**config.mk**
```make
export PLATFORM = sky130hd
export DESIGN_NAME = mmpw_scale
export DESIGN_NICKNAME = d
export VERILOG_FILES = /design/src/rtl/mmpw_pkg.sv /design/src/rtl/mmpw_scale.sv
export SDC_FILE = /design/constraint.sdc
export NUM_CORES = 2
export LEC_CHECK = 0
export ABC_CLOCK_PERIOD_IN_PS = 10120
export BUFFER_PORTS_ARGS = -buffer_cell sky130_fd_sc_hd__buf_2
export CORE_MARGIN = 2
export CORE_UTILIZATION = 40
export DETAILED_ROUTE_END_ITERATION = 7
export PLACE_DENSITY_LB_ADDON = 0.05
export SETUP_SLACK_MARGIN = 0.05
export SLEW_MARGIN = 20
export SYNTH_ARGS = -nofsm -noshare
export SYNTH_HDL_FRONTEND = slang
export SYNTH_SLANG_ARGS = --single-unit
```
**constraint.sdc**
```tcl
create_clock -name clk -period 10.12 [get_ports clk]
set_input_delay 2.024 -clock clk [delete_from_list [all_inputs] [get_ports clk]]
set_output_delay 2.024 -clock clk [all_outputs]
set_load 0.01 [all_outputs]
```
**src/rtl/mmpw_pkg.sv**
```systemverilog
// ----------------------------------------------------------------------------
// mmpw_pkg
// Shared types, constants and helpers of the mecanum pulse width mixer.
// ----------------------------------------------------------------------------
package mmpw_pkg;

  localparam int NumWheels = 4;
  localparam int CmdW      = 8;
  localparam int PulseW    = 11;
  localparam int GainW     = 8;
  localparam int PowerW    = 9;
  localparam int RevW      = 4;
  localparam int CfgIdxW   = 3;
  localparam int CfgDataW  = 44;

  localparam int MixW   = 10;  // wheel mix, -300..300
  localparam int MagW   = 9;   // wheel magnitude, 0..300
  localparam int NumW   = 15;  // magnitude times 100
  localparam int QuoW   = 7;   // scaled command, 0..100
  localparam int ProdW  = 23;  // command * power * gain
  localparam int SumW   = 13;

  localparam int DivStages    = 4;
  localparam int BitsPerStage = 2;

  // floor(n / 10000) == (n * RecipMul) >> RecipShift for every n below 2^23
  localparam int               RecipShift = 36;
  localparam int               RecipW     = 2 * ProdW;
  localparam logic [ProdW-1:0] RecipMul   = 23'd6871948;

  localparam logic signed [CmdW-1:0] CmdMax = 8'sd100;
  localparam logic signed [CmdW-1:0] CmdMin = -8'sd100;
  localparam logic [MagW-1:0]        MagFloor = 9'd100;
  localparam logic [NumW-1:0]        Hundred  = 15'd100;

  localparam logic [PulseW-1:0] CenterMin = 11'd1300;
  localparam logic [PulseW-1:0] CenterMax = 11'd1700;
  localparam logic [GainW-1:0]  GainMin   = 8'd20;
  localparam logic [GainW-1:0]  GainMax   = 8'd200;
  localparam logic [PowerW-1:0] PowerMin  = 9'd5;
  localparam logic [PowerW-1:0] PowerMax  = 9'd300;
  localparam logic [SumW-1:0]   PulseMin  = 13'd1000;
  localparam logic [SumW-1:0]   PulseMax  = 13'd2000;

  // register indexes
  localparam logic [CfgIdxW-1:0] RegCenters  = 3'd0;
  localparam logic [CfgIdxW-1:0] RegGains    = 3'd1;
  localparam logic [CfgIdxW-1:0] RegReversed = 3'd2;
  localparam logic [CfgIdxW-1:0] RegPower    = 3'd3;

  // reset values
  localparam logic [PulseW-1:0] CenterFrontRst = 11'd1500;
  localparam logic [PulseW-1:0] CenterBackRst  = 11'd1540;
  localparam logic [GainW-1:0]  GainRst        = 8'd100;
  localparam logic [RevW-1:0]   RevRst         = 4'd5;
  localparam logic [PowerW-1:0] PowerRst       = 9'd45;

  typedef struct packed {
    logic signed [CmdW-1:0] strafe_cmd;
    logic signed [CmdW-1:0] forward_cmd;
    logic signed [CmdW-1:0] turn_cmd;
  } in_item_t;

  typedef struct packed {
    logic [PulseW-1:0] pulse_front_left;
    logic [PulseW-1:0] pulse_front_right;
    logic [PulseW-1:0] pulse_back_left;
    logic [PulseW-1:0] pulse_back_right;
  } out_item_t;

  // configuration, already saturated to legal ranges
  typedef struct packed {
    logic [NumWheels-1:0][PulseW-1:0] center;
    logic [NumWheels-1:0][GainW-1:0]  gain;
    logic [RevW-1:0]                  rev;
    logic [PowerW-1:0]                power;
  } cfg_t;

  typedef struct packed {
    logic            neg;
    logic [MagW-1:0] mag;
  } mix_lane_t;

  typedef struct packed {
    logic            neg;
    logic [NumW-1:0] rem;
    logic [QuoW-1:0] quo;
  } div_lane_t;

  typedef struct packed {
    div_lane_t [NumWheels-1:0] lane;
    logic [MagW-1:0]           big;
  } div_item_t;

  typedef struct packed {
    logic             neg;
    logic [ProdW-1:0] mag;
  } sc_lane_t;

  function automatic logic signed [CmdW-1:0] sat_cmd(input logic signed [CmdW-1:0] v);
    logic signed [CmdW-1:0] r;
    if (v > CmdMax)      r = CmdMax;
    else if (v < CmdMin) r = CmdMin;
    else                 r = v;
    return r;
  endfunction

  function automatic logic [PulseW-1:0] sat_center(input logic [PulseW-1:0] v);
    logic [PulseW-1:0] r;
    if (v < CenterMin)      r = CenterMin;
    else if (v > CenterMax) r = CenterMax;
    else                    r = v;
    return r;
  endfunction

  function automatic logic [GainW-1:0] sat_gain(input logic [GainW-1:0] v);
    logic [GainW-1:0] r;
    if (v < GainMin)      r = GainMin;
    else if (v > GainMax) r = GainMax;
    else                  r = v;
    return r;
  endfunction

  function automatic logic [PowerW-1:0] sat_power(input logic [PowerW-1:0] v);
    logic [PowerW-1:0] r;
    if (v < PowerMin)      r = PowerMin;
    else if (v > PowerMax) r = PowerMax;
    else                   r = v;
    return r;
  endfunction

  // one restoring divide step for quotient bit j
  function automatic div_lane_t div_step(input div_lane_t l, input logic [MagW-1:0] d,
                                         input int unsigned j);
    logic [NumW:0] sh;
    logic [NumW:0] diff;
    div_lane_t     r;
    r    = l;
    sh   = (NumW+1)'(d) << j;
    diff = {1'b0, l.rem} - sh;
    if (!diff[NumW]) begin
      r.rem    = diff[NumW-1:0];
      r.quo[j] = 1'b1;
    end
    return r;
  endfunction

endpackage

```
**src/rtl/mmpw_scale.sv**
```systemverilog
// ----------------------------------------------------------------------------
// mmpw_scale
// Four stages: times power, times gain, divide by 10000, then add to the
// wheel center with direction and clamp.
// ----------------------------------------------------------------------------
module mmpw_scale
  import mmpw_pkg::*;
(
  input  logic      clk,
  input  logic      rst_n,
  input  cfg_t      cfg,
  input  logic      in_valid,
  output logic      in_ready,
  input  div_item_t in_data,
  output logic      out_valid,
  input  logic      out_ready,
  output out_item_t out_data
);

  logic [3:0]               vld_r;
  logic [3:0]               rdy;
  sc_lane_t [NumWheels-1:0] c_r, c_nxt, d_r, d_nxt, e_r, e_nxt;
  out_item_t                o_r, o_nxt;

  assign rdy[3] = !vld_r[3] || out_ready;
  assign rdy[2] = !vld_r[2] || rdy[3];
  assign rdy[1] = !vld_r[1] || rdy[2];
  assign rdy[0] = !vld_r[0] || rdy[1];

  always_comb begin
    logic [RecipW-1:0] full;
    for (int i = 0; i < NumWheels; i++) begin
      c_nxt[i].neg = in_data.lane[i].neg;
      c_nxt[i].mag = ProdW'(in_data.lane[i].quo) * ProdW'(cfg.power);
      d_nxt[i].neg = c_r[i].neg;
      d_nxt[i].mag = c_r[i].mag * ProdW'(cfg.gain[i]);
      full         = RecipW'(d_r[i].mag) * RecipW'(RecipMul);
      e_nxt[i].neg = d_r[i].neg;
      e_nxt[i].mag = ProdW'(full[RecipW-1:RecipShift]);
    end
  end

  always_comb begin
    logic [NumWheels-1:0][PulseW-1:0] p;
    logic [SumW-1:0]                  c, dl, s;
    for (int i = 0; i < NumWheels; i++) begin
      c  = SumW'(cfg.center[i]);
      dl = e_r[i].mag[SumW-1:0];
      s  = (e_r[i].neg ^ cfg.rev[i]) ? c - dl : c + dl;
      if (s < PulseMin)      p[i] = PulseW'(PulseMin);
      else if (s > PulseMax) p[i] = PulseW'(PulseMax);
      else                   p[i] = s[PulseW-1:0];
    end
    o_nxt.pulse_front_left  = p[0];
    o_nxt.pulse_front_right = p[1];
    o_nxt.pulse_back_left   = p[2];
    o_nxt.pulse_back_right  = p[3];
  end

  always_ff @(posedge clk) begin
    if (!rst_n) begin
      vld_r <= '0;
    end else begin
      if (rdy[0]) vld_r[0] <= in_valid;
      if (rdy[1]) vld_r[1] <= vld_r[0];
      if (rdy[2]) vld_r[2] <= vld_r[1];
      if (rdy[3]) vld_r[3] <= vld_r[2];
    end
  end

  always_ff @(posedge clk) begin
    if (rdy[0] && in_valid) c_r <= c_nxt;
    if (rdy[1] && vld_r[0]) d_r <= d_nxt;
    if (rdy[2] && vld_r[1]) e_r <= e_nxt;
    if (rdy[3] && vld_r[2]) o_r <= o_nxt;
  end

  assign in_ready  = rdy[0];
  assign out_valid = vld_r[3];
  assign out_data  = o_r;

endmodule

```
=== Yosys cells after proc, flatten, opt, wreduce, memory -nomap -nowiden ===
Cells that the tools add are included.

* Register bits: 256
* Bits of input ports: 194
* Word-level logic and storage cells: 92

* $add $sub $neg: 8
* $mul: 12
* $lt $le $gt $ge: 8
* Muxes and demuxes: 8
* Bitwise gates (word level): 4
* Reduce and logical (&&, ||, !) cells: 16

{| class="wikitable"
|+ Operators by type and width
! operator !! number
|-
| $mul 23x21->44 const B || 4
|-
| $mul 16x8->23 || 4
|-
| $mul 7x9->16 || 4
|-
| $gt 13x11->1 const B || 4
|-
| $lt 13x10->1 const B || 4
|-
| $mux 13 || 4
|-
| $add 11x10->12 || 4
|-
| $sub 11x10->12 || 4
|-
| $mux 11 || 4
|-
| $reduce_or 2->1 || 4
|-
| $logic_and 1x1->1 || 4
|-
| $logic_not 1->1 || 4
|-
| $logic_or 1x1->1 || 4
|-
| $xor 1x1->1 || 4
|}

=== Logic depth before layout (Yosys ltp) ===
* Depth after elaboration: 6
* Mapped depth: 24
* Mapped depth without buffers: 24

=== Worst setup path after synthesis ===
Ideal clock, no wire load.

* Path kind: input to register
* Start point: input out_ready
* End point: register d_r[0] in the netlist's numbering, enable pin
* Setup time: 697 ps
* Arrival time: 9273 ps
* Data required time: 9423 ps
* Path slack: 150 ps
* Stages on the path: 3
* Path buffers: 0
* Path through: nor2b_1 -> and2_0 -> a21boi_0

* Longest elaborated chain between the ends: 4

{| class="wikitable"
|+ Ends and longest elaborated chain
! element !! line !! RTL
|-
| start, declared || mmpw_scale.sv:16 || <nowiki>input logic out_ready,</nowiki>
|-
| $logic_or 1x1->1 || mmpw_scale.sv:25 || <nowiki>assign rdy[3] = !vld_r[3] || out_ready;</nowiki>
|-
| $logic_or 1x1->1 || mmpw_scale.sv:26 || <nowiki>assign rdy[2] = !vld_r[2] || rdy[3];</nowiki>
|-
| $logic_or 1x1->1 || mmpw_scale.sv:27 || <nowiki>assign rdy[1] = !vld_r[1] || rdy[2];</nowiki>
|-
| $logic_and 1x1->1 || mmpw_scale.sv:73 || <nowiki>if (rdy[1] && vld_r[0]) d_r <= d_nxt;</nowiki>
|-
| end signal, assigned || mmpw_scale.sv:73 ||
|-
| end, declared || mmpw_scale.sv:22 || <nowiki>sc_lane_t [NumWheels-1:0] c_r, c_nxt, d_r, d_nxt, e_r, e_nxt;</nowiki>
|}

Every way passes these cells.
A chain may end at the register's enable or synchronous reset.

==> implementation parameters <==
Parameter                              Value

Placed design
  Instance area after placement ... 69100 um^2
  Total instance count after detailed placement ... 8829
  Worst slack at placement ... 2.22 ns
  Last weighted congestion value of the routability-driven placer ... 0.881
  Port bufs ... 170
  DP HPWL ... 140000 um

Global routing
  Top Usage Layer GRT ... met2
  Number of global-route vias before repair ... 47.1k
  GRT Residual Overflow ... 0
  Pin count of the biggest net entering global routing ... 64
  Initial antenna violation count ... 22
  Global routing usage on met2 ... 31.7%
  Met3 usage in global routing ... 3.27%
  Met1 Track Usage GR ... 28.5%
  First-pass GRT wire length ... 262000 um
  Overall track demand over capacity in global routing ... 19.8%

Detailed routing
  Drc violations ... 0
  Routed via count ... 43.3k
  Post-DR wirelength/cell ... 18.1 um
  Wire length reported by the detailed router ... 161000 um
  Number of nets with antenna violations after detailed routing ... 0
  DR iter-0 viols ... 1747
  Detailed Routing Iterations Pass 1 ... 5
  Vias per cell ... 4.86

Timing
  Clock period minus final worst setup slack ... 7.98 ns
  Maximum clock frequency ... 0.125 GHz
  Post-route fraction of the period consumed by the critical path ... 78.8%
  Final clock skew ... 0.0457 ns
  Actual slew at the worst max-slew pin ... 1.05 ns
  Final setup violation count ... 0
  Final critical-path setup slack ... 2.14 ns
  Final Max Tran Viols ... 0
  Final hold violation count ... 0
  Slew HR ... 29.9%
  Sum of negative setup slack ... 0 ns
  RSZ-0062 raised after global routing ... false

Floorplan
  IO Count ... 240
  Die X ... 410 um
  Effective utilization at floorplan ... 40.4%
  Overall die area ... 168000 um^2
  Die H ... 410 um
  Core Rows ... 148
  Placeable core area ... 163000 um^2

Logic synthesis
  Main area contributors after synthesis ... fa_1 36%, ha_1 23%, edfxtp_1 11%, inv_1 9.4%, and2_1 3.5%
  Sequential-to-total area share from yosys stat ... 11.6%
  Synth Register Bits ... 256
  Synth cell count leaders ... 1646 x inv_1, 1196 x fa_1, 1196 x ha_1
  Post-synth EDFFs ... 252
  Async S/R FF share, synth ... 0%
  Top cell type's share of synthesized area ... 36.4%
  Number of warnings issued by yosys ... 0
  Mean instance size in the synthesized netlist ... 10.0 um^2
  Post-Synthesis Cell Area ... 65900 um^2
  Number of nets in the synthesized netlist ... 9162
  Library cell occupying the most area in the post-synthesis netlist ... fa_1
  Unique masters post-synth ... 86
  Number of instances in the synthesized netlist ... 6576
  Most used flip-flop cell after synthesis ... edfxtp_1
  Most common cell in the synthesized netlist ... inv_1

Layout
  Final standard cell count with taps included and fillers excluded ... 8911
  Relative area change from synthesis to final layout ... 7.21%
  Ratio of cells with drive above 1 in the final layout ... 4.25%
  Nets ... 9285
  Final standard cell area without fillers ... 70600 um^2

Clocking
  Root Buffer Master ... clkbuf_16
  Number of gates resized after cts ... 0
  Setup bufs post-CTS ... 0
  CTS H-tree depth ... 2
  Clock tree from TritonCTS ... built
  Post-CTS Hold Fix Bufs ... 0
  Clock transition at the registers of the reported paths ... 0.06 ns
  Clock Sink Count ... 256
  Worst skew pair latency ... 0.62 ns
  Maximum clock insertion buffer count ... 3
  Inserted Clock Buffers ... 43

Setup path
  Worst-path fanout max ... 4
  Critical path arrival ... 8.32 ns
  Worst Setup End Kind ... register
  Data required, critical path ... 10.46 ns
  Critical path launch point type ... register
  Worst-case register-to-register setup slack ... 2.14 ns
  Worst setup path category ... register to register

Hold path
  Path type of the worst min-delay path ... register to register

Run
  Number of maximum-capacitance constraint violations ... 0

Run status
  Outcome ... finished, final reports clean
-- registers in the layout, indices dropped and copies added (netlist names) --
signal,count
c_r,68
d_r,96
e_r,44
out_data,44
vld_r,4
-- metal layers --
layer,up-vias,wire length (um)
met5,-,147
met1,21600,78800
li1,20900,-
met4,26,2500
met3,144,7250
met2,641,72300
-- area by class of cell --
class / instances / area [um^2]
inverter: 1646 / 6180
clock inverter: 28 / 305
antenna: 4 / 10.0
clock buffer: 50 / 1140
fill: 16100 / 92500
sequential: 256 / 7650
tap: 2175 / 2720
multi-input combinational: 4576 / 51700
timing repair buffer: 176 / 896
-- cells by family (layout without fill, tap and decap cells) --
logic type,after synthesis,count (layout),synth area share (%)
AOI/OAI and AO/OA,623,623,6.31
buffers and inverters,1744,1900,9.95
DFF,256,256,11.6
and+or+nand+nor,1316,1316,9.76
other,0,4,0
xor gates and xnor gates,244,244,3.28
adders and majority gates,2393,2393,59.1
-- worst max-delay path: stages, from the launching register on --
cell and delay (ns):
edfxtp_1 0.49, ha_1 0.58, inv_1 0.16, fa_1 0.54
fa_1 0.51, inv_1 0.05, fa_1 0.55, fa_1 0.44
fa_1 0.50, inv_1 0.05, fa_1 0.49, inv_1 0.05
ha_1 0.33, a222oi_1 0.35, nand3_1 0.23, a2111oi_0 0.37
o21ai_0 0.16, o21ai_0 0.62, a31oi_1 0.28, a41oi_1 0.47
o211ai_1 0.20, a21oi_1 0.20, xnor2_1 0.08
-- layout by cell type, fill, tap and decap left out, drive strengths merged, types with 13 or more instances in the layout --
cell type	instances
o21a	23
xor2	77
buf	176
or2	14
o31ai	13
nand2	533
o21ai	115
nor2	148
nand3	51
fa	1196
a31oi	15
nand4	18
clkbuf	50
nor4	13
edfxtp	252
or3	22
a211oi	29
o21bai	39
inv	1651
a21oi	181
nor3	65
nand2b	24
and2	365
xnor2	167
nor2b	33
clkinv	14
ha	1196
o211ai	18
a21o	78
-- per-stage QoR --
step	hold slack (ns)	utilization, %
CTS	0.365	43.3
global placement	0.401	42.4
floorplan	0.400	-
global route	0.388	43.3
finish	0.381	43.3
detailed placement	0.407	42.4
-- final timing paths --
kind / start / endpoint / cells after the start
worst max-delay path: d_r[84] / e_r[80] / 22
worst min-delay path: d_r[23] / e_r[23] / 0
worst max register to register: d_r[84] / e_r[80] / 22
worst min register to register: d_r[23] / e_r[23] / 0
Power is left out: the tool's default activity adds up to more than one toggle a clock period on the data nets, which glitch-free logic cannot reach.
