===== src/rtl/mmpw_pkg.sv =====
// ----------------------------------------------------------------------------
// mmpw_pkg
// Shared types, constants and helpers of the mecanum pulse width mixer.
// ----------------------------------------------------------------------------
package mmpw_pkg;

  localparam int NumWheels = 4;
  localparam int CmdW      = 8;
  localparam int PulseW    = 11;
  localparam int GainW     = 8;
  localparam int PowerW    = 9;
  localparam int RevW      = 4;
  localparam int CfgIdxW   = 3;
  localparam int CfgDataW  = 44;

  localparam int MixW   = 10;  // wheel mix, -300..300
  localparam int MagW   = 9;   // wheel magnitude, 0..300
  localparam int NumW   = 15;  // magnitude times 100
  localparam int QuoW   = 7;   // scaled command, 0..100
  localparam int ProdW  = 23;  // command * power * gain
  localparam int SumW   = 13;

  localparam int DivStages    = 4;
  localparam int BitsPerStage = 2;

  // floor(n / 10000) == (n * RecipMul) >> RecipShift for every n below 2^23
  localparam int               RecipShift = 36;
  localparam int               RecipW     = 2 * ProdW;
  localparam logic [ProdW-1:0] RecipMul   = 23'd6871948;

  localparam logic signed [CmdW-1:0] CmdMax = 8'sd100;
  localparam logic signed [CmdW-1:0] CmdMin = -8'sd100;
  localparam logic [MagW-1:0]        MagFloor = 9'd100;
  localparam logic [NumW-1:0]        Hundred  = 15'd100;

  localparam logic [PulseW-1:0] CenterMin = 11'd1300;
  localparam logic [PulseW-1:0] CenterMax = 11'd1700;
  localparam logic [GainW-1:0]  GainMin   = 8'd20;
  localparam logic [GainW-1:0]  GainMax   = 8'd200;
  localparam logic [PowerW-1:0] PowerMin  = 9'd5;
  localparam logic [PowerW-1:0] PowerMax  = 9'd300;
  localparam logic [SumW-1:0]   PulseMin  = 13'd1000;
  localparam logic [SumW-1:0]   PulseMax  = 13'd2000;

  // register indexes
  localparam logic [CfgIdxW-1:0] RegCenters  = 3'd0;
  localparam logic [CfgIdxW-1:0] RegGains    = 3'd1;
  localparam logic [CfgIdxW-1:0] RegReversed = 3'd2;
  localparam logic [CfgIdxW-1:0] RegPower    = 3'd3;

  // reset values
  localparam logic [PulseW-1:0] CenterFrontRst = 11'd1500;
  localparam logic [PulseW-1:0] CenterBackRst  = 11'd1540;
  localparam logic [GainW-1:0]  GainRst        = 8'd100;
  localparam logic [RevW-1:0]   RevRst         = 4'd5;
  localparam logic [PowerW-1:0] PowerRst       = 9'd45;

  typedef struct packed {
    logic signed [CmdW-1:0] strafe_cmd;
    logic signed [CmdW-1:0] forward_cmd;
    logic signed [CmdW-1:0] turn_cmd;
  } in_item_t;

  typedef struct packed {
    logic [PulseW-1:0] pulse_front_left;
    logic [PulseW-1:0] pulse_front_right;
    logic [PulseW-1:0] pulse_back_left;
    logic [PulseW-1:0] pulse_back_right;
  } out_item_t;

  // configuration, already saturated to legal ranges
  typedef struct packed {
    logic [NumWheels-1:0][PulseW-1:0] center;
    logic [NumWheels-1:0][GainW-1:0]  gain;
    logic [RevW-1:0]                  rev;
    logic [PowerW-1:0]                power;
  } cfg_t;

  typedef struct packed {
    logic            neg;
    logic [MagW-1:0] mag;
  } mix_lane_t;

  typedef struct packed {
    logic            neg;
    logic [NumW-1:0] rem;
    logic [QuoW-1:0] quo;
  } div_lane_t;

  typedef struct packed {
    div_lane_t [NumWheels-1:0] lane;
    logic [MagW-1:0]           big;
  } div_item_t;

  typedef struct packed {
    logic             neg;
    logic [ProdW-1:0] mag;
  } sc_lane_t;

  function automatic logic signed [CmdW-1:0] sat_cmd(input logic signed [CmdW-1:0] v);
    logic signed [CmdW-1:0] r;
    if (v > CmdMax)      r = CmdMax;
    else if (v < CmdMin) r = CmdMin;
    else                 r = v;
    return r;
  endfunction

  function automatic logic [PulseW-1:0] sat_center(input logic [PulseW-1:0] v);
    logic [PulseW-1:0] r;
    if (v < CenterMin)      r = CenterMin;
    else if (v > CenterMax) r = CenterMax;
    else                    r = v;
    return r;
  endfunction

  function automatic logic [GainW-1:0] sat_gain(input logic [GainW-1:0] v);
    logic [GainW-1:0] r;
    if (v < GainMin)      r = GainMin;
    else if (v > GainMax) r = GainMax;
    else                  r = v;
    return r;
  endfunction

  function automatic logic [PowerW-1:0] sat_power(input logic [PowerW-1:0] v);
    logic [PowerW-1:0] r;
    if (v < PowerMin)      r = PowerMin;
    else if (v > PowerMax) r = PowerMax;
    else                   r = v;
    return r;
  endfunction

  // one restoring divide step for quotient bit j
  function automatic div_lane_t div_step(input div_lane_t l, input logic [MagW-1:0] d,
                                         input int unsigned j);
    logic [NumW:0] sh;
    logic [NumW:0] diff;
    div_lane_t     r;
    r    = l;
    sh   = (NumW+1)'(d) << j;
    diff = {1'b0, l.rem} - sh;
    if (!diff[NumW]) begin
      r.rem    = diff[NumW-1:0];
      r.quo[j] = 1'b1;
    end
    return r;
  endfunction

endpackage


===== src/rtl/mmpw_div.sv =====
// ----------------------------------------------------------------------------
// mmpw_div
// Pipelined restoring divider, four lanes, two quotient bits per stage, one in the last.
// ----------------------------------------------------------------------------
module mmpw_div
  import mmpw_pkg::*;
(
  input  logic      clk,
  input  logic      rst_n,
  input  logic      in_valid,
  output logic      in_ready,
  input  div_item_t in_data,
  output logic      out_valid,
  input  logic      out_ready,
  output div_item_t out_data
);

  logic      [DivStages-1:0] vld_r;
  logic      [DivStages-1:0] rdy;
  div_item_t [DivStages-1:0] stg_r, stg_nxt;

  always_comb begin
    for (int s = DivStages - 1; s >= 0; s--) begin
      if (s == DivStages - 1) rdy[s] = !vld_r[s] || out_ready;
      else                    rdy[s] = !vld_r[s] || rdy[s+1];
    end
  end

  always_comb begin
    div_item_t src;
    int        j;
    for (int s = 0; s < DivStages; s++) begin
      src = (s == 0) ? in_data : stg_r[(s == 0) ? 0 : s - 1];
      stg_nxt[s] = src;
      for (int b = 0; b < BitsPerStage; b++) begin
        j = QuoW - 1 - BitsPerStage * s - b;
        if (j >= 0) begin
          for (int l = 0; l < NumWheels; l++) begin
            stg_nxt[s].lane[l] = div_step(stg_nxt[s].lane[l], src.big, j);
          end
        end
      end
    end
  end

  always_ff @(posedge clk) begin
    if (!rst_n) begin
      vld_r <= '0;
    end else begin
      for (int s = 0; s < DivStages; s++) begin
        if (rdy[s]) vld_r[s] <= (s == 0) ? in_valid : vld_r[(s == 0) ? 0 : s - 1];
      end
    end
  end

  always_ff @(posedge clk) begin
    for (int s = 0; s < DivStages; s++) begin
      if (rdy[s] && ((s == 0) ? in_valid : vld_r[(s == 0) ? 0 : s - 1])) begin
        stg_r[s] <= stg_nxt[s];
      end
    end
  end

  assign in_ready  = rdy[0];
  assign out_valid = vld_r[DivStages-1];
  assign out_data  = stg_r[DivStages-1];

endmodule


===== config.mk =====
export PLATFORM = sky130hd
export DESIGN_NAME = mmpw_div
export DESIGN_NICKNAME = d
export VERILOG_FILES = /design/src/rtl/mmpw_pkg.sv /design/src/rtl/mmpw_div.sv
export SDC_FILE = /design/constraint.sdc
export NUM_CORES = 1
export LEC_CHECK = 0
export BUFFER_PORTS_ARGS = -buffer_cell sky130_fd_sc_hd__buf_2
export CAP_MARGIN = 5
export CORE_UTILIZATION = 55
export DETAILED_ROUTE_END_ITERATION = 10
export PLACE_DENSITY = 0.84
export SLEW_MARGIN = 25
export SYNTH_ARGS = -nofsm -noshare
export SYNTH_HDL_FRONTEND = slang
export SYNTH_SLANG_ARGS = --single-unit

===== constraint.sdc =====
create_clock -name clk -period 10.6 [get_ports clk]
set_input_delay 0.53 -clock clk [delete_from_list [all_inputs] [get_ports clk]]
set_output_delay 0.53 -clock clk [all_outputs]
set_load 0.1 [all_outputs]

# ---- Word-level counts from Yosys, hierarchy flattened
# Cells that the tools add are included.
dict set report classes {
  add_sub_neg 28
  mux 28
  n_reduce_logical 12
}
# op count
set op_table {}
lappend op_table {{$mux W15} 24}
lappend op_table {{$mux W16} 4}
lappend op_table {{$sub A15 B10 Y16} 4}
lappend op_table {{$sub A15 B11 Y16} 4}
lappend op_table {{$sub A15 B12 Y16} 4}
lappend op_table {{$sub A15 B13 Y16} 4}
lappend op_table {{$sub A15 B14 Y16} 4}
lappend op_table {{$sub A15 B15 Y16} 4}
lappend op_table {{$sub A15 B9 Y16} 4}
lappend op_table {{$logic_and A1 B1 Y1} 4}
lappend op_table {{$logic_not A1 Y1} 4}
lappend op_table {{$logic_or A1 B1 Y1} 4}
dict set report word_totals {
  reg_bits 408
  output_inout_bits 103
  wordCells 152
}

# ---- Logic depth before layout (Yosys ltp)
dict set report logic_depth {
  word_depth 6
  ltp_mapped 22
  ltp_nobuf 20
}

# ---- Worst setup path before layout
# OpenSTA, ideal clock, no wires.
dict set report synth_path {
  kind {reg2reg}
  start {register vld_r[3]}
  end {register stg_r (netlist bit stg_nxt[202]), enable pin}
  arrival_time_ns 8.492
  required_ns 9.886
  path_slack_ns 1.394
  path_stages_with_launch 4
  n_path_buf 0
  period_less_slack_ns 9.206
  cell_sequence {dfxtp_1 > nor2b_1 > and2_0 > a21boi_0}
}
dict set report synth_between {
  elab_chain_cells 5
}
# element line
set synth_lines {}
lappend synth_lines {{from (decl)} mmpw_div.sv:18} ;# logic [DivStages-1:0] vld_r;
lappend synth_lines {{from (signal, indexed assignment)} mmpw_div.sv:51} ;# if (rdy[s]) vld_r[s] <= (s == 0) ? in_valid : vld_r[(s == 0) ? 0 : s - 1];
lappend synth_lines {{$logic_not A1 Y1} --}
lappend synth_lines {{$logic_or A1 B1 Y1} mmpw_div.sv:24} ;# if (s == DivStages - 1) rdy[s] = !vld_r[s] || out_ready;
lappend synth_lines {{$logic_or A1 B1 Y1 (2 in series)} mmpw_div.sv:25} ;# else rdy[s] = !vld_r[s] || rdy[s+1];
lappend synth_lines {{$logic_and A1 B1 Y1} mmpw_div.sv:58} ;# if (rdy[s] && ((s == 0) ? in_valid : vld_r[(s == 0) ? 0 : s - 1])) begin
lappend synth_lines {{to (signal, indexed assignment)} mmpw_div.sv:59} ;# stg_r[s] <= stg_nxt[s];
lappend synth_lines {{to (decl)} mmpw_div.sv:20} ;# div_item_t [DivStages-1:0] stg_r, stg_nxt;
# Every way passes these cells.
# A chain may end at the register's enable or synchronous reset.

# ---- Worst setup path after layout
dict set report layout_path {
  start {register stg_r (netlist bit stg_nxt[203])}
  end {register stg_r (netlist bit stg_nxt[336]) (data pin)}
}
dict set report layout_between {
  elab_chain_cells 3
}
# element line
set layout_lines {}
lappend layout_lines {{$sub A15 B11 Y16} mmpw_pkg.sv:140} ;# diff = {1'b0, l.rem} - sh;
lappend layout_lines {{$mux W15} mmpw_pkg.sv:141} ;# if (!diff[NumW]) begin
lappend layout_lines {{$sub A15 B10 Y16 (*)} mmpw_pkg.sv:140}
# Every way passes the cells marked *; elsewhere a longest branch is shown, timed or not.

==> impl_metrics.tcl <==
set metrics [dict create \
    outcome "completed" \
    synth_flop_cell "edfxtp_1" \
    antenna_found_initial 4 \
    io_pins 208 \
    hold_class "in2reg" \
    critPathBufInv 2 \
    die_h_um 229 \
    fin_setup_tns_ps 0 \
    setup_viol 0 \
    seq_power_share_pct 31.4 \
    max_slew_margin_pct 30.9 \
    die-area_sq_um 52500 \
    crit_chain "buf_4 -> inv_1 -> ha_1 -> nor2b_1 -> o21ai_1 -> a2111oi_0 -> nor3_1 -> nand3_1 -> o21ai_0 -> fa_1 -> nor2b_1 -> o21ai_0 -> a21oi_1 -> o31ai_1 -> a21oi_1 -> a2111oi_2 -> nand3_2 -> or2_2" \
    netSwitchingFraction_pct 38.4 \
    drive_above_1_share_pct 14.8 \
    ant_nets 0 \
    timing.final.crit_period_ps 6030 \
    fp.coreArea_sq_um 50500 \
    synthDistinctLibCells 87 \
    cts_resized 0 \
    hpwl_um 48300 \
    grt_pass1_vias 20300 \
    vias 21100 \
    drv_slew 0 \
    drt_iter0_markers 1814 \
    synth_edf_count 404 \
    clk_pin_slew_ps 60 \
    drt_first_pass_iters 7 \
    netlist_area_sq_um 28400 \
    routed_wl_um 64500 \
    synthCells 2754 \
    track_usage_pct 24.0 \
    drv_cap 0 \
    cp.arrival_ps 6340 \
    synth_top_area_share_pct 42.8 \
    grt_pass1_wl_um 102000 \
    p_per_area_nw_per_um2 238 \
    slowest_delay_ps 540 \
    grt_max_degree 74 \
    intPower_mw 4.53 \
    hold_viol_final 0 \
    post_synth.cell_area_avg_sq_um 10.3 \
    cts_tree "yes" \
    synth_top_cell_by_area "edfxtp_1" \
    path_delay_family "compound AO/OA/AOI/OAI gates" \
    combPwrFrac_pct 49.1 \
    postCtsSetupRepairBufs 0 \
    pre_cts_ws_ps 4250 \
    start_kind "register" \
    cp-end-kind "register" \
    critPathKind "reg2reg" \
    clk_path_buf_depth 3 \
    nets 3273 \
    switching_power_mw 2.82 \
    crit_slowest_cell "o21ai_0" \
    port_buffers 207 \
    root_buffer "clkbuf_16" \
    ys_seq_elements 408 \
    row_count 82 \
    yosys-top-cells-area "edfxtp_1, ha_1, mux2_2" \
    worst_slack_ps 4570 \
    drc 0 \
    ir_drop_v 0.000106 \
    gp_congestion 0.916 \
    worst_clock_skew_ps 15.7 \
    worst_pin_slew_ps 1040 \
    fin_hold_ws_ps 135 \
    nFillCells 4023 \
    required_ps 10910 \
    die_w_um 229 \
    clk_latency_ps 570 \
    routedWlPerCell_um 17.9 \
    start_util_pct 56.2 \
    worstPathMaxFanout 18 \
    pwr-share-clk_pct 19.5 \
    rsz0062_at_grt "no" \
    cts.sinks 408 \
    timing.final.crit_share_pct 56.9 \
    clock.fmax_mhz 166 \
    viasPerCell 5.86 \
    cts_max_level 2 \
    synth_nets 3139 \
    synth_warnings 0 \
    ctsHoldBuffers 0 \
    syn_to_final_growth_pct 8.79 \
    grt_overflow 0 \
    seq_area_frac_synth_pct 43.1 \
    cts_buffers 43 \
    p_leak_nw 12.3 \
    ys_async_sr_fraction_pct 0 \
]
## cell usage after synthesis, drive strengths merged, types with 4 or more instances
cell     count
o31ai       30
dfxtp        4
o2111ai      6
nor4        13
nand2b      50
o21ai      198
o21a        40
edfxtp     404
nor2       255
or2         23
a211oi      20
o2bb2ai      6
and3        13
ha         252
a21oi      178
nor3b       10
a31o         7
a21o        40
buf        109
nand4       10
a21boi      51
nor4b        8
nor3        66
or3         29
and2        16
clkbuf      23
mux2        92
o211ai       7
o311ai       4
a2111oi      5
xnor2       93
o21bai       9
nand3       50
o31a         9
a31oi       14
nand2      185
or4          4
inv        183
nand3b       9
mux2i       45
nor2b       72
fa          28
xor2        53
## cell usage in the layout, fill, tap and decap left out, types with 9 or more instances in the layout
master	instances
a211oi_1	18
a21boi_0	49
a21o_1	39
a21oi_1	177
a31oi_1	13
and2_1	15
and3_1	13
buf_2	207
buf_4	14
clkbuf_16	45
clkinv_1	9
edfxtp_1	404
fa_1	28
ha_1	252
inv_1	183
mux2_2	86
mux2i_1	45
nand2_1	184
nand2b_1	50
nand3_1	49
nand3b_1	9
nand4_1	10
nor2_1	254
nor2b_1	69
nor3_1	65
nor3b_1	10
nor4_1	11
o21a_1	40
o21ai_0	189
o21bai_1	9
o31a_1	9
o31ai_1	30
or2_2	22
or3_1	29
xnor2_1	93
xor2_1	53
## power by group through the flow
stage                     combinational (mW)  sequential (mW)  clock (mW)
after global placement                  3.34             2.33           0
after global routing                    3.98             2.33        1.52
final                                   3.61             2.31        1.43
after floorplan                         2.86             2.28           0
after CTS                               3.54             2.30        1.46
after detailed placement                3.50             2.33           0
## state kept, by name (all words and copies together), names as in the netlist
| name | cells |
|---|---|
| stg_r | 200 |
| vld_r | 4 |
| out_data | 101 |
| stg_nxt | 103 |
## cells by family after synthesis
| logic type | after synthesis | share of synthesized area [%] |
|---|---|---|
| simple gates | 823 | 14.3 |
| buf+inv | 315 | 5.60 |
| flops | 408 | 43.1 |
| compound gates | 645 | 14.1 |
| fa+ha+maj | 280 | 13.1 |
| mux | 137 | 5.32 |
| xor+xnor | 146 | 4.51 |
## routing by layer
metal,GRT usage (%),share of wire (%),vias up
met4,9.29,3.4,0
li1,-,-,10200
met3,3.09,5.1,148
met5,0,0,-
met2,40.0,47,698
met1,32.0,44,10000
## worst paths after layout
path / start / endpoint / slack (ps) / cells past startpoint
hold reg to reg: stg_nxt[261] / stg_nxt[362] / 410 / 0
setup reg to reg: stg_nxt[203] / stg_nxt[336] / 4570 / 18
setup / recovery: stg_nxt[203] / stg_nxt[336] / 4570 / 18
hold / removal: in_data[33] / stg_nxt[134] / 130 / 1
## layout make-up
class	count	area (sq um)	area share [%]
diodes	4	10.0	0.0324
inverters	183	687	2.23
well taps	672	841	2.73
multi-input cells	2031	14600	47.4
clock inverters	28	190	0.617
flip-flops and latches	408	12200	39.6
repair buffers	221	1140	3.70
clock buffers	51	1150	3.72
## stage by stage
stage / cell area, sq um / power [mW] / utilization [%] / std cells
5_1_grt: 30800 / 7.82 / 61.1 / 3598
3_5_place_dp: 29500 / 5.83 / 58.4 / 3515
3_3_place_gp: 29500 / 5.67 / 58.4 / 3515
6_report: 30800 / 7.35 / 61.1 / 3598
2_1_floorplan: 28400 / 5.14 / - / 2754
4_1_cts: 30800 / 7.30 / 61.1 / 3594
Note: power is estimated with default switching activity, not from simulation.
