## config.mk

```make
export PLATFORM = sky130hd
export DESIGN_NAME = mmpw_mix
export DESIGN_NICKNAME = d
export VERILOG_FILES = /design/src/rtl/mmpw_pkg.sv /design/src/rtl/mmpw_mix.sv
export SDC_FILE = /design/constraint.sdc
export NUM_CORES = 1
export LEC_CHECK = 0
export ABC_AREA = 1
export BUFFER_PORTS_ARGS = -buffer_cell sky130_fd_sc_hd__buf_2
export CAP_MARGIN = 20
export CORE_ASPECT_RATIO = 0.6
export CORE_MARGIN = 2
export CORE_UTILIZATION = 30
export DETAILED_ROUTE_END_ITERATION = 7
export PLACE_DENSITY = 0.52
export SETUP_SLACK_MARGIN = 0.05
export SLEW_MARGIN = 0
export SYNTH_ARGS = -nofsm -noshare
export SYNTH_HDL_FRONTEND = slang
export SYNTH_SLANG_ARGS = --single-unit
```

## constraint.sdc

```tcl
create_clock -name clk -period 11.3 [get_ports clk]
set_input_delay 0.565 -clock clk [delete_from_list [all_inputs] [get_ports clk]]
set_output_delay 0.565 -clock clk [all_outputs]
set_load 0.005 [all_outputs]
```

## src/rtl/mmpw_pkg.sv

```systemverilog
// ----------------------------------------------------------------------------
// mmpw_pkg
// Shared types, constants and helpers of the mecanum pulse width mixer.
// ----------------------------------------------------------------------------
package mmpw_pkg;

  localparam int NumWheels = 4;
  localparam int CmdW      = 8;
  localparam int PulseW    = 11;
  localparam int GainW     = 8;
  localparam int PowerW    = 9;
  localparam int RevW      = 4;
  localparam int CfgIdxW   = 3;
  localparam int CfgDataW  = 44;

  localparam int MixW   = 10;  // wheel mix, -300..300
  localparam int MagW   = 9;   // wheel magnitude, 0..300
  localparam int NumW   = 15;  // magnitude times 100
  localparam int QuoW   = 7;   // scaled command, 0..100
  localparam int ProdW  = 23;  // command * power * gain
  localparam int SumW   = 13;

  localparam int DivStages    = 4;
  localparam int BitsPerStage = 2;

  // floor(n / 10000) == (n * RecipMul) >> RecipShift for every n below 2^23
  localparam int               RecipShift = 36;
  localparam int               RecipW     = 2 * ProdW;
  localparam logic [ProdW-1:0] RecipMul   = 23'd6871948;

  localparam logic signed [CmdW-1:0] CmdMax = 8'sd100;
  localparam logic signed [CmdW-1:0] CmdMin = -8'sd100;
  localparam logic [MagW-1:0]        MagFloor = 9'd100;
  localparam logic [NumW-1:0]        Hundred  = 15'd100;

  localparam logic [PulseW-1:0] CenterMin = 11'd1300;
  localparam logic [PulseW-1:0] CenterMax = 11'd1700;
  localparam logic [GainW-1:0]  GainMin   = 8'd20;
  localparam logic [GainW-1:0]  GainMax   = 8'd200;
  localparam logic [PowerW-1:0] PowerMin  = 9'd5;
  localparam logic [PowerW-1:0] PowerMax  = 9'd300;
  localparam logic [SumW-1:0]   PulseMin  = 13'd1000;
  localparam logic [SumW-1:0]   PulseMax  = 13'd2000;

  // register indexes
  localparam logic [CfgIdxW-1:0] RegCenters  = 3'd0;
  localparam logic [CfgIdxW-1:0] RegGains    = 3'd1;
  localparam logic [CfgIdxW-1:0] RegReversed = 3'd2;
  localparam logic [CfgIdxW-1:0] RegPower    = 3'd3;

  // reset values
  localparam logic [PulseW-1:0] CenterFrontRst = 11'd1500;
  localparam logic [PulseW-1:0] CenterBackRst  = 11'd1540;
  localparam logic [GainW-1:0]  GainRst        = 8'd100;
  localparam logic [RevW-1:0]   RevRst         = 4'd5;
  localparam logic [PowerW-1:0] PowerRst       = 9'd45;

  typedef struct packed {
    logic signed [CmdW-1:0] strafe_cmd;
    logic signed [CmdW-1:0] forward_cmd;
    logic signed [CmdW-1:0] turn_cmd;
  } in_item_t;

  typedef struct packed {
    logic [PulseW-1:0] pulse_front_left;
    logic [PulseW-1:0] pulse_front_right;
    logic [PulseW-1:0] pulse_back_left;
    logic [PulseW-1:0] pulse_back_right;
  } out_item_t;

  // configuration, already saturated to legal ranges
  typedef struct packed {
    logic [NumWheels-1:0][PulseW-1:0] center;
    logic [NumWheels-1:0][GainW-1:0]  gain;
    logic [RevW-1:0]                  rev;
    logic [PowerW-1:0]                power;
  } cfg_t;

  typedef struct packed {
    logic            neg;
    logic [MagW-1:0] mag;
  } mix_lane_t;

  typedef struct packed {
    logic            neg;
    logic [NumW-1:0] rem;
    logic [QuoW-1:0] quo;
  } div_lane_t;

  typedef struct packed {
    div_lane_t [NumWheels-1:0] lane;
    logic [MagW-1:0]           big;
  } div_item_t;

  typedef struct packed {
    logic             neg;
    logic [ProdW-1:0] mag;
  } sc_lane_t;

  function automatic logic signed [CmdW-1:0] sat_cmd(input logic signed [CmdW-1:0] v);
    logic signed [CmdW-1:0] r;
    if (v > CmdMax)      r = CmdMax;
    else if (v < CmdMin) r = CmdMin;
    else                 r = v;
    return r;
  endfunction

  function automatic logic [PulseW-1:0] sat_center(input logic [PulseW-1:0] v);
    logic [PulseW-1:0] r;
    if (v < CenterMin)      r = CenterMin;
    else if (v > CenterMax) r = CenterMax;
    else                    r = v;
    return r;
  endfunction

  function automatic logic [GainW-1:0] sat_gain(input logic [GainW-1:0] v);
    logic [GainW-1:0] r;
    if (v < GainMin)      r = GainMin;
    else if (v > GainMax) r = GainMax;
    else                  r = v;
    return r;
  endfunction

  function automatic logic [PowerW-1:0] sat_power(input logic [PowerW-1:0] v);
    logic [PowerW-1:0] r;
    if (v < PowerMin)      r = PowerMin;
    else if (v > PowerMax) r = PowerMax;
    else                   r = v;
    return r;
  endfunction

  // one restoring divide step for quotient bit j
  function automatic div_lane_t div_step(input div_lane_t l, input logic [MagW-1:0] d,
                                         input int unsigned j);
    logic [NumW:0] sh;
    logic [NumW:0] diff;
    div_lane_t     r;
    r    = l;
    sh   = (NumW+1)'(d) << j;
    diff = {1'b0, l.rem} - sh;
    if (!diff[NumW]) begin
      r.rem    = diff[NumW-1:0];
      r.quo[j] = 1'b1;
    end
    return r;
  endfunction

endpackage

```

## src/rtl/mmpw_mix.sv

```systemverilog
// ----------------------------------------------------------------------------
// mmpw_mix
// Two stages: saturate and mix into wheel magnitudes, then find the largest
// magnitude and form the divider numerators.
// ----------------------------------------------------------------------------
module mmpw_mix
  import mmpw_pkg::*;
(
  input  logic      clk,
  input  logic      rst_n,
  input  logic      in_valid,
  output logic      in_ready,
  input  in_item_t  in_data,
  output logic      out_valid,
  input  logic      out_ready,
  output div_item_t out_data
);

  logic                       vld_a_r, vld_b_r;
  logic                       rdy_a, rdy_b;
  mix_lane_t [NumWheels-1:0]  a_r, a_nxt;
  div_item_t                  b_r, b_nxt;

  assign rdy_b    = !vld_b_r || out_ready;
  assign rdy_a    = !vld_a_r || rdy_b;
  assign in_ready = rdy_a;

  always_comb begin
    logic signed [MixW-1:0]           x, y, t;
    logic signed [NumWheels-1:0][MixW-1:0] w;
    x = MixW'(sat_cmd(in_data.strafe_cmd));
    y = MixW'(sat_cmd(in_data.forward_cmd));
    t = MixW'(sat_cmd(in_data.turn_cmd));
    w[0] = y + x + t;
    w[1] = y - x - t;
    w[2] = y - x + t;
    w[3] = y + x - t;
    for (int i = 0; i < NumWheels; i++) begin
      a_nxt[i].neg = w[i][MixW-1];
      a_nxt[i].mag = w[i][MixW-1] ? MagW'(-w[i]) : MagW'(w[i]);
    end
  end

  always_comb begin
    logic [MagW-1:0] m01, m23, m;
    m01 = (a_r[0].mag > a_r[1].mag) ? a_r[0].mag : a_r[1].mag;
    m23 = (a_r[2].mag > a_r[3].mag) ? a_r[2].mag : a_r[3].mag;
    m   = (m01 > m23) ? m01 : m23;
    b_nxt.big = (m > MagFloor) ? m : MagFloor;
    for (int i = 0; i < NumWheels; i++) begin
      b_nxt.lane[i].neg = a_r[i].neg;
      b_nxt.lane[i].rem = NumW'(a_r[i].mag) * Hundred;
      b_nxt.lane[i].quo = '0;
    end
  end

  always_ff @(posedge clk) begin
    if (!rst_n) begin
      vld_a_r <= 1'b0;
      vld_b_r <= 1'b0;
    end else begin
      if (rdy_a) vld_a_r <= in_valid;
      if (rdy_b) vld_b_r <= vld_a_r;
    end
  end

  always_ff @(posedge clk) begin
    if (rdy_a && in_valid) a_r <= a_nxt;
    if (rdy_b && vld_a_r)  b_r <= b_nxt;
  end

  assign out_valid = vld_b_r;
  assign out_data  = b_r;

endmodule

```

# After elaboration in Yosys (flattened, before gate mapping)
# Index checks and enable logic that the tools add are counted.
# word_totals
reg_bits,107
latch_bits,0
mem_bits_rw,0
rom_bits,0
input_bits,28
elab_cells,62
mem_count,0
# op_classes
add_sub_neg,10
multipliers,4
n_div,0
magnitude_cmp,10
n_eq_ne,0
shift,0
mux,13
n_bitwise,0
reduce_logical,6
# ops
operator,n
2-to-1 mux 9 bit,7
"multiplier 9 x 5 -> 13 bit, second input constant",4
2-to-1 mux 8 bit,6
negation 9 bit,4
greater-than comparator 9 bit,3
"greater-than comparator 8 bit, second input constant",3
"less-than comparator 8 bit, second input constant",3
adder 9 x 8 -> 10 bit,2
subtractor 9 x 8 -> 10 bit,2
adder 8 x 8 -> 9 bit,1
"greater-than comparator 9 x 7 -> 1 bit, second input constant",1
subtractor 8 x 8 -> 9 bit,1
logical AND 1 bit,2
logical NOT 1 bit,2
logical OR 1 bit,2

# Longest topological paths before layout
# Gate-level depths: netlist of the first run.
# logic_depth
word_depth,7
depth_mapped,30
depth_no_buf,29

# Least setup slack after synthesis of the first run
# Ideal clock, no wire load.
# synth_path
path_kind,input to register
startpoint,input port in_data[19] in the netlist's numbering
endpoint,register a_r[38] in the netlist's numbering (data pin)
setup_time_ps,249
t_arrival_ps,4051
required_time_ps,11051
path_slack_ps,7000
stages,27
path_buffers,1
path_cell_list,inv_1 -> nor2_1 -> o31ai_1 -> ha_1 -> nor3_1 -> inv_1 -> ha_1 -> clkbuf_1 -> a21oi_1 -> nand2_1 -> nand2_1 -> nand2_1 -> a21oi_1 -> nor2_1 -> nor2_1 -> nor2_1 -> nor2_1 -> xor2_1 -> ha_1 -> inv_1 -> nor2_1 -> a221oi_1 -> nand2_1 -> xor2_1 -> nand3b_1 -> nand2_1 -> inv_1
# synth_rtl
item,line,source
start: declaration,mmpw_mix.sv:13,"input in_item_t in_data,"
end signal: assignment,mmpw_mix.sv:68,if (rdy_a && in_valid) a_r <= a_nxt;
end: declaration,mmpw_mix.sv:21,"mix_lane_t [NumWheels-1:0] a_r, a_nxt;"

==> impl_metrics.toml, run 1 <==
[detailed_routing]
first_iter_violations = 455
dr.pass1.iters = 6
drt-total-wl_um = 24380
route.vias.total = 7944
via_per_inst = 4.411
postRouteAntennaNets = 0
wl_per_cell_um = 13.53
drc = 0

[critical_path]
worstSetupPathType = "in2reg"
rr_worst_depth = 22
endpoint_kind = "flop"
r2r_slack_ns = 7.42
required_ns = 11.44
r2r-end = "out_data[5]"
timing.rr.start = "a_r[30]"
worstPathMaxFanout = 7
worstPathArrival_ns = 4.79
start_kind = "input port"

[synthesis]
synth_xor_area_share_pct = 6.907
yosysSeqAreaShare_pct = 28.90
synth_seq_cells = 103
synth_fa_ha_area_share_pct = 27.91
synthMuxAreaShare_pct = 0
synth_area_um2 = 10630
synth_compound_area_share_pct = 7.436
synth.distinct_cells = 43
yosys.area_share.simple_pct = 16.97
ys_warn_count = 0
avgSynthCellArea_um2 = 8.604
synth_top_family_by_area = "adder cells"
ys.flop_type = "edfxtp_1"
synth_edf_count = 101
synthArstFlopShare_pct = 0
synth_cells = 1236

[job]
max_cap_violations = 0

[hold_path]
min_path_cells = 0
min_to = "out_data[100]"
min_from = "a_r[39]"
holdCritPathClass = "reg2reg"

[final_layout]
areaGrowthSynthToFinish_pct = 10.59
final_cell_mix = "inv_1, nand2_1, ha_1"
nNetsFinal = 1582
seq_area_um2 = 3073
fillers = 3650
num_antenna_cells = 0
drive_gt1_share_pct = 11.47
final_common_cell = "inv_1"
multi_input_area_um2 = 6444

[clock_network]
clk_path_buf_depth = 2
cts_setup_buffers = 0
clk-insertion-delay-late_ns = 0.38
cts_tree = "built"
cts_sinks = 103
cts_made_buffers = 9
hold_buffers = 0
post_cts_resized = 0
root_buffer = "clkbuf_16"
htreeDepth = 3
clk_pin_slew_worst_paths_ns = 0.07

[global_route]
grt_usage_pct = 13.74
grt_max_degree = 64
grt_pass1_wl_um = 39230
grt_pass1_vias = 7396
gr-total-overflow = 0
antenna_found_initial = 0

[die]
dieArea_um2 = 37020
ios = 131
rows = 53
die_w_um = 247.1
die_h_um = 149.8
coreArea_um2 = 34950
initial_core_util_pct = 30.43

[timing]
fmax_mhz = 215.0
period_share_pct = 41.17
rsz0062_at_grt = "false"
drv_slew = 0
hold_viol = 0
setup_viol = 0
fin_skew_ns = 0.01304
slew_headroom_pct = 43.04
fin_tns_setup_ns = 0
worstMarginPinSlew_ns = 0.8545
finalCriticalPeriod_ns = 4.652

[placed_design]
place_congestion = 0.8905
dpl.hpwl_um = 20410
portBuffers = 94

[status]
run_status = "finished clean"
-- Yosys cell counts, drive strengths merged, types with 2 or more instances --
cell type	instances	share of area, %
a21o	6	0.42
a21oi	74	3.5
a221oi	2	0.16
a31oi	5	0.44
and2	5	0.29
buf	46	3.3
clkbuf	2	0.071
dfxtp	2	0.38
edfxtp	101	29
fa	22	4.1
ha	202	24
inv	241	8.5
nand2	229	8.6
nand3	75	3.6
nand3b	15	1.1
nand4	8	0.53
nor2	54	2.1
nor3	12	0.66
o21ai	39	2.1
o21bai	7	0.49
o31ai	3	0.21
xnor2	14	1.2
xor2	69	5.8
-- worst max-delay path, cell delays in order --
cell	delay (ns)
buf_2	0.10
inv_1	0.09
nor2_1	0.06
o31ai_1	0.22
ha_1	0.29
nor3_1	0.27
inv_1	0.08
ha_1	0.40
a21oi_1	0.23
nand2_1	0.07
nand2_1	0.08
nand2_1	0.06
a21oi_1	0.24
nor2_1	0.07
nor2_1	0.09
nor2_1	0.05
nor2_1	0.11
xor2_1	0.31
ha_1	0.35
inv_1	0.17
nor2_1	0.09
a221oi_1	0.31
nand2_1	0.10
xor2_1	0.16
nand3b_1	0.16
nand2_1	0.06
inv_1	0.04
-- logic make-up after synthesis --
group | count (synthesis)
XOR/XNOR | 83
AND/OR/NAND/NOR | 399
flip-flops | 103
AO/OA/AOI/OAI | 137
other | 1
adder cells (fa/ha/maj) | 224
buffers and inverters | 289
-- registers in the layout, indices dropped and copies added (netlist names) --
name,count
out_valid,1
vld_a_r,1
out_data,63
a_r,38
-- final cells by class --
| class | count | area share (%) |
|---|---|---|
| multi-input combinational | 879 | 54.79 |
| tap | 467 | 4.969 |
| clock buffer | 9 | 1.915 |
| inverter | 241 | 7.692 |
| timing repair buffer | 96 | 4.128 |
| clock inverter | 6 | 0.3724 |
| sequential | 103 | 26.13 |
-- through the flow --
stage	hold WS, ns	util, %	std cells	setup WS [ns]	cell area, µm²
2_1_floorplan	0.4003	-	1271	7.000	10770
3_3_place_gp	0.4193	32.88	1786	6.453	11490
3_5_place_dp	0.4186	32.88	1786	6.358	11490
4_1_cts	0.4123	33.65	1801	6.753	11760
5_1_grt	0.4268	33.65	1801	6.231	11760
6_report	0.4295	33.65	1801	6.648	11760
-- how the worst max path moves through the flow --
stage | startpoint | endpoint | cells after the start
floorplan | in_data[19] | a_r[38] | 27
global placement | in_data[12] | a_r[18] | 26
detailed placement | in_data[19] | a_r[38] | 27
CTS | in_data[19] | a_r[38] | 27
global route | in_data[12] | a_r[26] | 25
finish | in_data[19] | a_r[38] | 27
-- routing by layer --
metal	global-route usage, %	vias to the layer above	part of all wire (%)
li1	-	4139	-
met1	22.14	3590	57
met2	17.91	205	36
met3	3.497	10	6.3
met4	2.289	0	0.59
met5	0	-	0
Power of run 1 is left out: the tool's default activity adds up to more than one toggle a clock period on the data nets, which glitch-free logic cannot reach.
==> run 2: changes to the inputs <==
==> constraint.sdc (replaced) <==
create_clock -name clk -period 4.45 [get_ports clk]
set_input_delay 0.2225 -clock clk [delete_from_list [all_inputs] [get_ports clk]]
set_output_delay 0.2225 -clock clk [all_outputs]
set_load 0.005 [all_outputs]
==> run 2 against run 1 <==
  * Global-route usage down 0.097 points
  * Hold slack lost 0.33 ns
  * Register-to-register slack worse by 6.8 ns
  * Final cell count grew 1.2%
  * Cell area increased by 2.2%
  * Critical path type unchanged
  * Count of clock-buffer cells in the layout unchanged
  * Critical endpoint is now a_r[28]
  * Sequential cell count stayed put
==> impl_metrics.toml, run 2 (same netlist as run 1, synthesis figures left out) <==
[timing]
fmax_mhz = 244.4
fin_skew_ns = 0.007734
setup_viol = 0
whs_ns = 0.1024
setup_ws_ns = 0.3578
slew_headroom_pct = 34.51
hold_viol = 0
period_share_pct = 91.96
rsz0062_at_grt = "false"
drv_slew = 0
finalCriticalPeriod_ns = 4.092
worstMarginPinSlew_ns = 0.9802

[global_route]
gr-total-overflow = 0
grt_pass1_wl_um = 38960
antenna_found_initial = 0
grt_usage_pct = 13.64
grt_pass1_vias = 7377
grt_max_degree = 39

[clock_network]
hold_buffers = 0
clk-insertion-delay-late_ns = 0.37
cts_made_buffers = 9
cts_setup_buffers = 0
clk_pin_slew_worst_paths_ns = 0.07
cts_sinks = 103
htreeDepth = 3
clk_path_buf_depth = 2
cts_tree = "built"
post_cts_resized = 0
root_buffer = "clkbuf_16"

[detailed_routing]
dr_wl_met2_um = 8752
wl_met1_um = 14260
maxUsedRoutingLayer = "met4"
wl_per_cell_um = 13.39
drc = 0
drt-total-wl_um = 24410
first_iter_violations = 360
via_per_inst = 4.344
postRouteAntennaNets = 0
dr.pass1.iters = 5
route.vias.total = 7919
met3RoutedLength_um = 1182

[final_layout]
fillers = 3632
final_cell_mix = "inv_1, nand2_1, ha_1"
nNetsFinal = 1604
drive_gt1_share_pct = 13.64
multi_input_area_um2 = 6490
seq_area_um2 = 3073
stdcell_area_um2 = 12010
num_antenna_cells = 0
final_common_cell = "inv_1"
fin_cells = 1823
largest_reg_flops = 63
areaGrowthSynthToFinish_pct = 12.98

[hold_path]
min_from = "rst_n"
holdCritPathClass = "in2reg"

[die]
rows = 53
initial_core_util_pct = 30.43
dieArea_um2 = 37020
die_h_um = 149.8
die_w_um = 247.1
coreArea_um2 = 34950
ios = 131

[status]
run_status = "finished clean"

[critical_path]
timing.rr.start = "a_r[14]"
worstPathMaxFanout = 6
worstPathArrival_ns = 4.22
crit_path_start = "in_data[12]"
worstSetupPathType = "in2reg"
endpoint_kind = "flop"
start_kind = "input port"
required_ns = 4.58

[placed_design]
place_congestion = 0.8740
dp_cells = 1808
place_worst_setup_slack_ns = -0.08383
dpl.hpwl_um = 20640
place_area_um2 = 11660
portBuffers = 94

[job]
max_cap_violations = 0
[run 2: cell count changes in the layout (fill, tap and decap cells not counted), moves of 2 or more]
cell and delta:
ha_1 -2, inv_6 -3, buf_4 +22, nand2_1 -2, ha_2 +2, bufinv_16 +2
[run 2: final timing paths]
path / end / slack [ns] / cells past startpoint
setup / recovery: a_r[28] / 0.36 / 27
hold / removal: out_valid / 0.10 / 3
setup reg to reg: out_data[5] / 0.66 / 26
hold reg to reg: out_data[100] / 0.44 / 0
[run 2: routing by layer]
layer  vias to the layer above  track usage, %
met5                         -               0
met4                         0           2.711
met3                        15           2.403
met2                       163           17.76
met1                      3560           22.50
li1                       4181               -
[run 2: layout make-up]
class | count | area share [%]
Sequential cell | 103 | 25.58
Clock inverter | 6 | 0.7186
Inverter | 241 | 7.530
Timing Repair Buffer | 118 | 5.416
Clock buffer | 9 | 1.875
Multi-Input combinational cell | 879 | 54.02
Tap cell | 467 | 4.864
[run 2: worst max-delay path, cell delays in order]
cell      delay [ns]
buf_2           0.09
inv_1           0.08
nor3_1          0.06
o31ai_1         0.22
ha_1            0.28
inv_1           0.09
nand3_1         0.11
ha_1            0.25
fa_1            0.41
o21ai_0         0.17
a21oi_1         0.12
nor2_1          0.10
nor2_1          0.05
o21bai_1        0.20
xor2_1          0.17
inv_1           0.07
ha_2            0.38
nand2_1         0.08
nor3_1          0.15
nand2_1         0.07
o211ai_1        0.14
xor2_1          0.30
nand3_1         0.12
nand2_1         0.10
nand2_1         0.06
nand2_1         0.05
nand2_1         0.05
[run 2: per-stage QoR]
step	util, %	TNS (ns)
finish	34.38	0
floorplan	-	0
detailed placement	33.35	-0.2245
global route	34.38	0
global placement	33.35	0
CTS	34.25	0
Power of run 2 is left out for the same reason.
